**src/rtl/swrl_pkg.sv**
```systemverilog
// ----------------------------------------------------------------------------
// swrl_pkg : shared types and constants of the sliding-log rate limiter
// Field widths, register indexes and reset values used by every file.
// ----------------------------------------------------------------------------
package swrl_pkg;

  // Field widths
  localparam int unsigned TIME_W     = 32;
  localparam int unsigned WIN_W      = 31;
  localparam int unsigned MAXMSG_W   = 7;
  localparam int unsigned OCC_W      = 7;
  localparam int unsigned CFG_IDX_W  = 2;
  localparam int unsigned CFG_DATA_W = 32;

  // Configuration register indexes
  localparam logic [CFG_IDX_W-1:0] REG_WINDOW_TICKS = 2'd0;
  localparam logic [CFG_IDX_W-1:0] REG_MAX_MESSAGES = 2'd1;

  // Register reset values
  localparam logic [WIN_W-1:0]    WINDOW_RESET = 31'd1000;
  localparam logic [MAXMSG_W-1:0] MAXMSG_RESET = 7'd64;

  typedef logic [TIME_W-1:0] time_word_t;

endpackage

```
**src/rtl/sliding_window_rate_limiter.sv**
```systemverilog
// ----------------------------------------------------------------------------
// sliding_window_rate_limiter : sliding-log message rate limiter
// Keeps a ring of accepted arrival times, expires old ones and throttles
// requests once the limit within the window is reached.
// ----------------------------------------------------------------------------
// Usage:
//   Input channel (in_valid / in_stall) carries one request word, its
//   arrival_time in ticks. Output channel (out_valid / out_stall) returns one
//   word per request: throttled and the occupancy of the ring afterwards.
//   Configuration writes (cfg_valid / cfg_ready, cfg_index, cfg_data) set
//   window_ticks (index 0) and max_messages (index 1); other indexes are
//   ignored. cfg_ready is high outside reset; write only while idle.
// Sequencing:
//   An accepted request passes through ST_CHECK, which pops stored times
//   that expire on it from the oldest end, and ST_DECIDE, which registers
//   the result; ST_CHECK is skipped on an empty ring. The expiry loop makes
//   one ring read and one age compare per cycle through a single compare
//   unit. in_stall stays high until the result is registered, so no new
//   request is taken before the last one is through.
// Reset:
//   rst empties the ring (head and count to zero) and restores the
//   registers to window 1000 and limit 64. Ring contents are not cleared.
// Stall:
//   The result waits in the output register while out_stall is high; a new
//   request can be accepted meanwhile, but its result is held back until the
//   register is free.
// ----------------------------------------------------------------------------
module sliding_window_rate_limiter #(
  parameter int unsigned RING_DEPTH = 64
) (
  input  logic                                clk,
  input  logic                                rst,
  // Request channel
  input  logic                                in_valid,
  output logic                                in_stall,
  input  logic [swrl_pkg::TIME_W-1:0]         arrival_time,
  // Result channel
  output logic                                out_valid,
  input  logic                                out_stall,
  output logic                                throttled,
  output logic [swrl_pkg::OCC_W-1:0]          occupancy,
  // Configuration channel
  input  logic                                cfg_valid,
  output logic                                cfg_ready,
  input  logic [swrl_pkg::CFG_IDX_W-1:0]      cfg_index,
  input  logic [swrl_pkg::CFG_DATA_W-1:0]     cfg_data
);

  localparam int unsigned IW = $clog2(RING_DEPTH);
  localparam int unsigned CW = $clog2(RING_DEPTH + 1);
  localparam int unsigned LW = (CW > swrl_pkg::MAXMSG_W) ? CW : swrl_pkg::MAXMSG_W;

  typedef enum logic [1:0] {
    ST_IDLE,
    ST_CHECK,
    ST_DECIDE
  } state_t;

  state_t state;

  logic [IW-1:0]                  ring_head;
  logic [CW-1:0]                  ring_count;
  logic [swrl_pkg::WIN_W-1:0]     window_ticks;
  logic [swrl_pkg::MAXMSG_W-1:0]  max_messages;
  swrl_pkg::time_word_t           now;

  logic                           in_accept;
  logic                           slot_free;
  logic [IW-1:0]                  head_inc;
  logic [IW:0]                    wr_sum;
  logic [IW-1:0]                  wr_addr;
  logic [IW-1:0]                  rd_addr;
  logic                           wr_en;
  swrl_pkg::time_word_t           rd_data;
  logic                           expired;
  logic [LW-1:0]                  limit;
  logic                           at_limit;
  logic [CW-1:0]                  count_plus;

  // Handshakes
  assign cfg_ready = !rst;
  assign in_stall  = rst || (state != ST_IDLE);
  assign in_accept = in_valid && !in_stall;
  assign slot_free = !out_valid || !out_stall;

  // Ring index arithmetic
  assign head_inc = (ring_head == IW'(RING_DEPTH - 1)) ? '0 : ring_head + 1'b1;
  assign wr_sum   = (IW + 1)'(ring_head) + (IW + 1)'(ring_count);
  assign wr_addr  = (wr_sum >= (IW + 1)'(RING_DEPTH)) ?
                    IW'(wr_sum - (IW + 1)'(RING_DEPTH)) : IW'(wr_sum);

  // Read the head on acceptance, the next entry while popping
  assign rd_addr = (state == ST_CHECK) ? head_inc : ring_head;

  // Effective limit saturates at the ring depth
  assign limit = (LW'(max_messages) > LW'(RING_DEPTH)) ? LW'(RING_DEPTH) :
                 LW'(max_messages);
  assign at_limit   = LW'(ring_count) >= limit;
  assign count_plus = ring_count + 1'b1;
  assign wr_en      = (state == ST_DECIDE) && slot_free && !at_limit;

  swrl_ring #(
    .DEPTH (RING_DEPTH)
  ) u_ring (
    .clk     (clk),
    .wr_en   (wr_en),
    .wr_addr (wr_addr),
    .wr_data (now),
    .rd_addr (rd_addr),
    .rd_data (rd_data)
  );

  swrl_age_cmp u_age (
    .now     (now),
    .stored  (rd_data),
    .window  (window_ticks),
    .expired (expired)
  );

  // Configuration registers
  always_ff @(posedge clk) begin
    if (rst) begin
      window_ticks <= swrl_pkg::WINDOW_RESET;
      max_messages <= swrl_pkg::MAXMSG_RESET;
    end else if (cfg_valid && cfg_ready) begin
      if (cfg_index == swrl_pkg::REG_WINDOW_TICKS) begin
        window_ticks <= cfg_data[swrl_pkg::WIN_W-1:0];
      end else if (cfg_index == swrl_pkg::REG_MAX_MESSAGES) begin
        max_messages <= cfg_data[swrl_pkg::MAXMSG_W-1:0];
      end
    end
  end

  // Hold the request time
  always_ff @(posedge clk) begin
    if (in_accept) begin
      now <= arrival_time;
    end
  end

  // Result payload
  always_ff @(posedge clk) begin
    if ((state == ST_DECIDE) && slot_free) begin
      throttled <= at_limit;
      occupancy <= at_limit ? swrl_pkg::OCC_W'(ring_count) :
                              swrl_pkg::OCC_W'(count_plus);
    end
  end

  // Sequencer: expire from the oldest end, then decide and append
  always_ff @(posedge clk) begin
    if (rst) begin
      state      <= ST_IDLE;
      ring_head  <= '0;
      ring_count <= '0;
      out_valid  <= 1'b0;
    end else begin
      // Raise the result word from the decide step, hold it while stalled
      out_valid <= ((state == ST_DECIDE) && slot_free) || (out_valid && out_stall);
      unique case (state)
        ST_IDLE: begin
          if (in_accept) begin
            state <= (ring_count == '0) ? ST_DECIDE : ST_CHECK;
          end
        end
        ST_CHECK: begin
          if (expired) begin
            ring_head  <= head_inc;
            ring_count <= ring_count - 1'b1;
            if (ring_count == CW'(1)) begin
              state <= ST_DECIDE;
            end
          end else begin
            state <= ST_DECIDE;
          end
        end
        ST_DECIDE: begin
          if (slot_free) begin
            if (!at_limit) begin
              ring_count <= count_plus;
            end
            state <= ST_IDLE;
          end
        end
        default: begin
          state <= ST_IDLE;
        end
      endcase
    end
  end

  // Checks
  a_count_bound: assert property (@(posedge clk) disable iff (rst)
    ring_count <= CW'(RING_DEPTH))
    else $error("ring count exceeds ring depth");

  a_check_nonempty: assert property (@(posedge clk) disable iff (rst)
    (state == ST_CHECK) |-> (ring_count != '0))
    else $error("expiry check on an empty ring");

  a_result_from_decide: assert property (@(posedge clk) disable iff (rst)
    $rose(out_valid) |-> $past(state == ST_DECIDE))
    else $error("result raised outside the decide step");

  a_no_store_at_limit: assert property (@(posedge clk) disable iff (rst)
    (out_valid && !$past(out_valid) && throttled) |-> $stable(ring_count))
    else $error("throttled request changed the ring count");

endmodule

```
**src/rtl/swrl_ring.sv**
```systemverilog
// ----------------------------------------------------------------------------
// swrl_ring : storage ring of accepted arrival times
// One write port and one read port; read data is registered.
// ----------------------------------------------------------------------------
module swrl_ring #(
  parameter int unsigned DEPTH = 64
) (
  input  logic                             clk,
  input  logic                             wr_en,
  input  logic [$clog2(DEPTH)-1:0]         wr_addr,
  input  swrl_pkg::time_word_t             wr_data,
  input  logic [$clog2(DEPTH)-1:0]         rd_addr,
  output swrl_pkg::time_word_t             rd_data
);

  swrl_pkg::time_word_t mem [DEPTH];

  // Write the appended arrival time
  always_ff @(posedge clk) begin
    if (wr_en) begin
      mem[wr_addr] <= wr_data;
    end
  end

  // Registered read of the addressed entry: the oldest, or the next one while popping
  always_ff @(posedge clk) begin
    rd_data <= mem[rd_addr];
  end

endmodule

```
**src/rtl/swrl_age_cmp.sv**
```systemverilog
// ----------------------------------------------------------------------------
// swrl_age_cmp : age compare unit
// Takes the age of one stored time modulo 2^32 and flags it as expired when
// it is strictly greater than the window.
// ----------------------------------------------------------------------------
module swrl_age_cmp (
  input  swrl_pkg::time_word_t              now,
  input  swrl_pkg::time_word_t              stored,
  input  logic [swrl_pkg::WIN_W-1:0]        window,
  output logic                              expired
);

  swrl_pkg::time_word_t age;

  // Subtract with natural wrap, then compare against the zero-extended window
  assign age     = now - stored;
  assign expired = age > {1'b0, window};

endmodule

```
**config.mk**
```make
export PLATFORM = sky130hd
export DESIGN_NAME = sliding_window_rate_limiter
export DESIGN_NICKNAME = d
export VERILOG_FILES = /design/src/rtl/swrl_pkg.sv /design/src/rtl/sliding_window_rate_limiter.sv /design/src/rtl/swrl_ring.sv /design/src/rtl/swrl_age_cmp.sv
export SDC_FILE = /design/constraint.sdc
export NUM_CORES = 2
export LEC_CHECK = 0
export BUFFER_PORTS_ARGS = -buffer_cell sky130_fd_sc_hd__buf_2
export CAP_MARGIN = 10
export CORE_AREA = 2 2 416 830
export CTS_CLUSTER_SIZE = 30
export DETAILED_ROUTE_END_ITERATION = 6
export DIE_AREA = 0 0 418 832
export GPL_TIMING_DRIVEN = 0
export PLACE_DENSITY = 0.41
export SYNTH_ARGS = -nofsm -noshare
export SYNTH_HDL_FRONTEND = slang
export SYNTH_SLANG_ARGS = --single-unit
```
**constraint.sdc**
```tcl
create_clock -name clk -period 7.11 [get_ports clk]
set_input_delay 0.711 -clock clk [delete_from_list [all_inputs] [get_ports clk]]
set_output_delay 0.711 -clock clk [all_outputs]
set_load 0.03 [all_outputs]
```
==> results.md <==
- Worst EP required: 7.88 ns
- Critical setup path kind: flop to flop
- Peak supply drop: 0.202 mV
- Grt ovf: 0
- CP max FO: 25
- H-tree levels: 4
- Worst hold start: arrival_time[23]
- Hold Crit Class: input port to flop
- GP Congestion: 0.810
- RSZ-0062 raised after global routing: no
- Share of total power in combinational logic: 0.308
- Syn_nets: 3,960
- Psw: 11.3 mW
- Routed Antenna Nets: 0
- Max Transition Viols Final: 0
- Fin crit period: 6.80 ns
- Largest net degree at the start of global routing: 34
- Vias in the first global route: 43,800
- Tcrit/Tclk final: 0.957
- Die width: 418 um
- Number of inserted filler cells in the final layout: 33,000
- EDFF count, synth: 2,088
- Clock power frac: 0.292
- Via/cell ratio: 4.49
- Initial drt markers: 2,811
- Commonest non-fill, non-tap cell in the layout: edfxtp_1
- P_leak: 32.3 nW
- Clk pin slew, worst setup/hold paths: 0.07 ns
- NumNets Final: 4,448
- Final setup viols: 0
- Worst-skew pair later-pin latency: 0.88 ns
- Int Power: 25.7 mW
- F_max: 147 MHz
- Via count: 40,000
- Synth cell types: 63
- TritonCTS clock tree: done
- First-pass GRT wire length: 359 mm
- Routed WL per cell: 29.4 um
- Flop pwr share: 0.400
- Starting Density: 0.249
- Root buf cell: clkbuf_16
- Actual slew at the worst max-slew pin: 1.27 ns
- Clock Skews: 0.0549 ns
- FFs w/ async S/R, synth: 0
- Fin util: 0.298
- Initial antenna violation count: 10
- Post-Syn Instances: 3,809
- Slew HR: 0.156
- Sink Count: 2,174
- Yosys reg bits: 2,174
- First drt pass iteration count: 5
- Post-Route WL: 261 mm
- CTS Buffer Depth: 4
- Hold Crit Depth: 1
- WHS: 0.0430 ns
- Die footprint: 348,000 sq um
- PD cells: 364 nW/um^2
- Worst r2r dst: ring_count[4]$_SDFFE_PP0P_
- Mean cell area of the mapped netlist: 22.3 sq um
- Die Height: 832 um
- R2R Setup Slk: 0.31 ns
- Status: complete, no violations
- Cell Rows: 304
- Gr usage total: 0.149
- Core ar.: 342,000 sq um
- Worst hold endpoint: now[23]$_DFFE_PP_
- Commonest non-fill, non-tap cells in the layout: edfxtp_1 (2,088), mux4_2 (640), clkbuf_16 (209), clkbuf_1 (135), buf_2 (134)
- Worst Setup End Kind: flop
- Crit path DAT: 7.58 ns
- Ranking of synthesized cells by area: edfxtp_1 (74%), mux4_2 (17%), dfxtp_1 (2.0%)
- Dpl hpwl: 188 mm
- CTS buffer count: 203
- Share of the synthesized area in the top cell type: 0.738
- Max-cap violations: 0
- Yosys warns: 0
- Main synth FF type: edfxtp_1
- Post-synthesis sequential area ratio: 0.758
- Fraction of layout cells with a size suffix above 1: 0.297
- Worst r2r src: now[13]$_DFFE_PP_
- FF-to-FF path depth: 20
- Port buffer count: 80
- Synth-to-Final Area Change: 19.8%
- DR DRC count: 0
- Sw Ratio: 0.306
- Crit path from: now[13]$_DFFE_PP_
- Synth area leader: edfxtp_1
- Critical path startpoint category: flop
- # IOs: 82
- Synth Cell Area: 85,000 sq um
- Final Hold Viols: 0
flip-flops by register name, indices dropped and copies added, names as in the netlist:
| name | count |
|---|---|
| u_ring.rd_data | 32 |
| occupancy | 7 |
| u_ring.mem | 2048 |
| out_valid | 1 |
| ring_count | 7 |
| now | 32 |
| window_ticks | 31 |
| state | 2 |
| ring_head | 6 |
| max_messages | 7 |
| throttled | 1 |
power groups by stage:
stage          logic, mW  registers, mW  clock network [mW]
5_1_grt             12.2           14.8                11.5
2_1_floorplan       7.07           15.2                   0
3_3_place_gp        10.8           15.6                   0
3_5_place_dp        11.7           15.1                   0
6_report            11.4           14.8                10.8
4_1_cts             11.8           14.8                11.1
routing by layer:
metal / routed length, um / global-route usage
met4: 7620 / 0.0444
met1: 87500 / 0.145
met5: 0 / 0
met3: 6260 / 0.0136
met2: 160000 / 0.317
Yosys cell counts (3+ instances only):
master,number
a211oi_1,10
a21o_1,14
a21oi_1,55
a221oi_1,3
a31oi_1,5
and2_1,4
and3_1,7
buf_1,23
buf_2,51
clkbuf_1,97
dfxtp_1,86
edfxtp_1,2088
ha_1,78
inv_1,81
mux2_2,5
mux2i_1,97
mux4_2,640
nand2_1,96
nand2b_1,6
nand3_1,26
nand4_1,6
nor2_1,120
nor2b_1,14
nor3_1,12
nor4_1,4
nor4b_1,3
o211ai_1,8
o21a_1,8
o21ai_0,39
o21bai_1,4
o31ai_1,31
o41ai_1,3
or3_1,6
or4_1,3
xnor2_1,28
xor2_1,10
worst max path at each step:
| stage | cells past startpoint | to | slack (ns) |
|---|---|---|---|
| global placement | 18 | ring_count[3]$_SDFFE_PP0P_ | -2.44 |
| detailed placement | 23 | ring_count[4]$_SDFFE_PP0P_ | -0.88 |
| floorplan | 22 | ring_count[3]$_SDFFE_PP0P_ | 1.02 |
| CTS | 23 | ring_count[4]$_SDFFE_PP0P_ | 0.004 |
| finish | 20 | ring_count[4]$_SDFFE_PP0P_ | 0.31 |
| global route | 23 | ring_count[4]$_SDFFE_PP0P_ | 0.08 |
final cells by class:
class | count | area (sq um) | share of cell area
clock inverters | 92 | 823 | 0.00808
clock buffers | 264 | 5510 | 0.0541
repair buffers | 283 | 4360 | 0.0428
multi-input cells | 1381 | 20100 | 0.198
inverters | 81 | 304 | 0.00298
diodes | 11 | 27.5 | 0.000270
flip-flops and latches | 2174 | 64400 | 0.632
well taps | 4437 | 5550 | 0.0545
plain buffers | 173 | 741 | 0.00727
critical path, cell delays in order, from the launching register on:
cell and delay [ns]:
edfxtp_1 0.72, buf_16 0.31, buf_16 0.18, ha_1 0.29, clkbuf_1 0.34, inv_1 0.14, nor4b_1 0.62, o211ai_1 0.38
a21boi_0 0.27, nor2_1 0.08, xnor2_1 0.32, ha_1 0.21, nand4_1 0.21, or4_4 0.61, or3_1 0.45, or4_4 0.58
o21ai_2 0.19, o32a_4 0.22, buf_6 0.16, a21oi_1 0.07, mux2_1 0.33
through the flow:
step	instance area (sq um)	total power [mW]	setup WS [ns]	TNS [ns]	cells
3_3_place_gp	91000	26.4	-2.44	-99.39	8326
6_report	102000	37.0	0.305	0	8896
4_1_cts	102000	37.8	0.00399	0	8878
3_5_place_dp	94900	26.9	-0.884	-11.51	8477
2_1_floorplan	85000	22.3	1.02	0	3809
5_1_grt	102000	38.5	0.0793	0	8888
cells by family after synthesis:
logic type               Yosys count  synth area share
AO/OA/AOI/OAI                    205            0.0159
adder cells (fa/ha/maj)           80            0.0120
AND/OR/NAND/NOR                  314            0.0165
flip-flops                      2174             0.758
multiplexers                     744             0.182
buffers and inverters            254            0.0121
XOR/XNOR                          38           0.00391
what timing repair did:
item / CTS / global route
pin swaps: 2 / 3
resized for setup: 10 / 3
buffers inserted: 6 / 5
hold buffers: 39 / 0
hold endpoints to repair: 41 / 0
setup endpoints to repair: 15 / 8
Note: power is estimated with default switching activity, not from simulation.
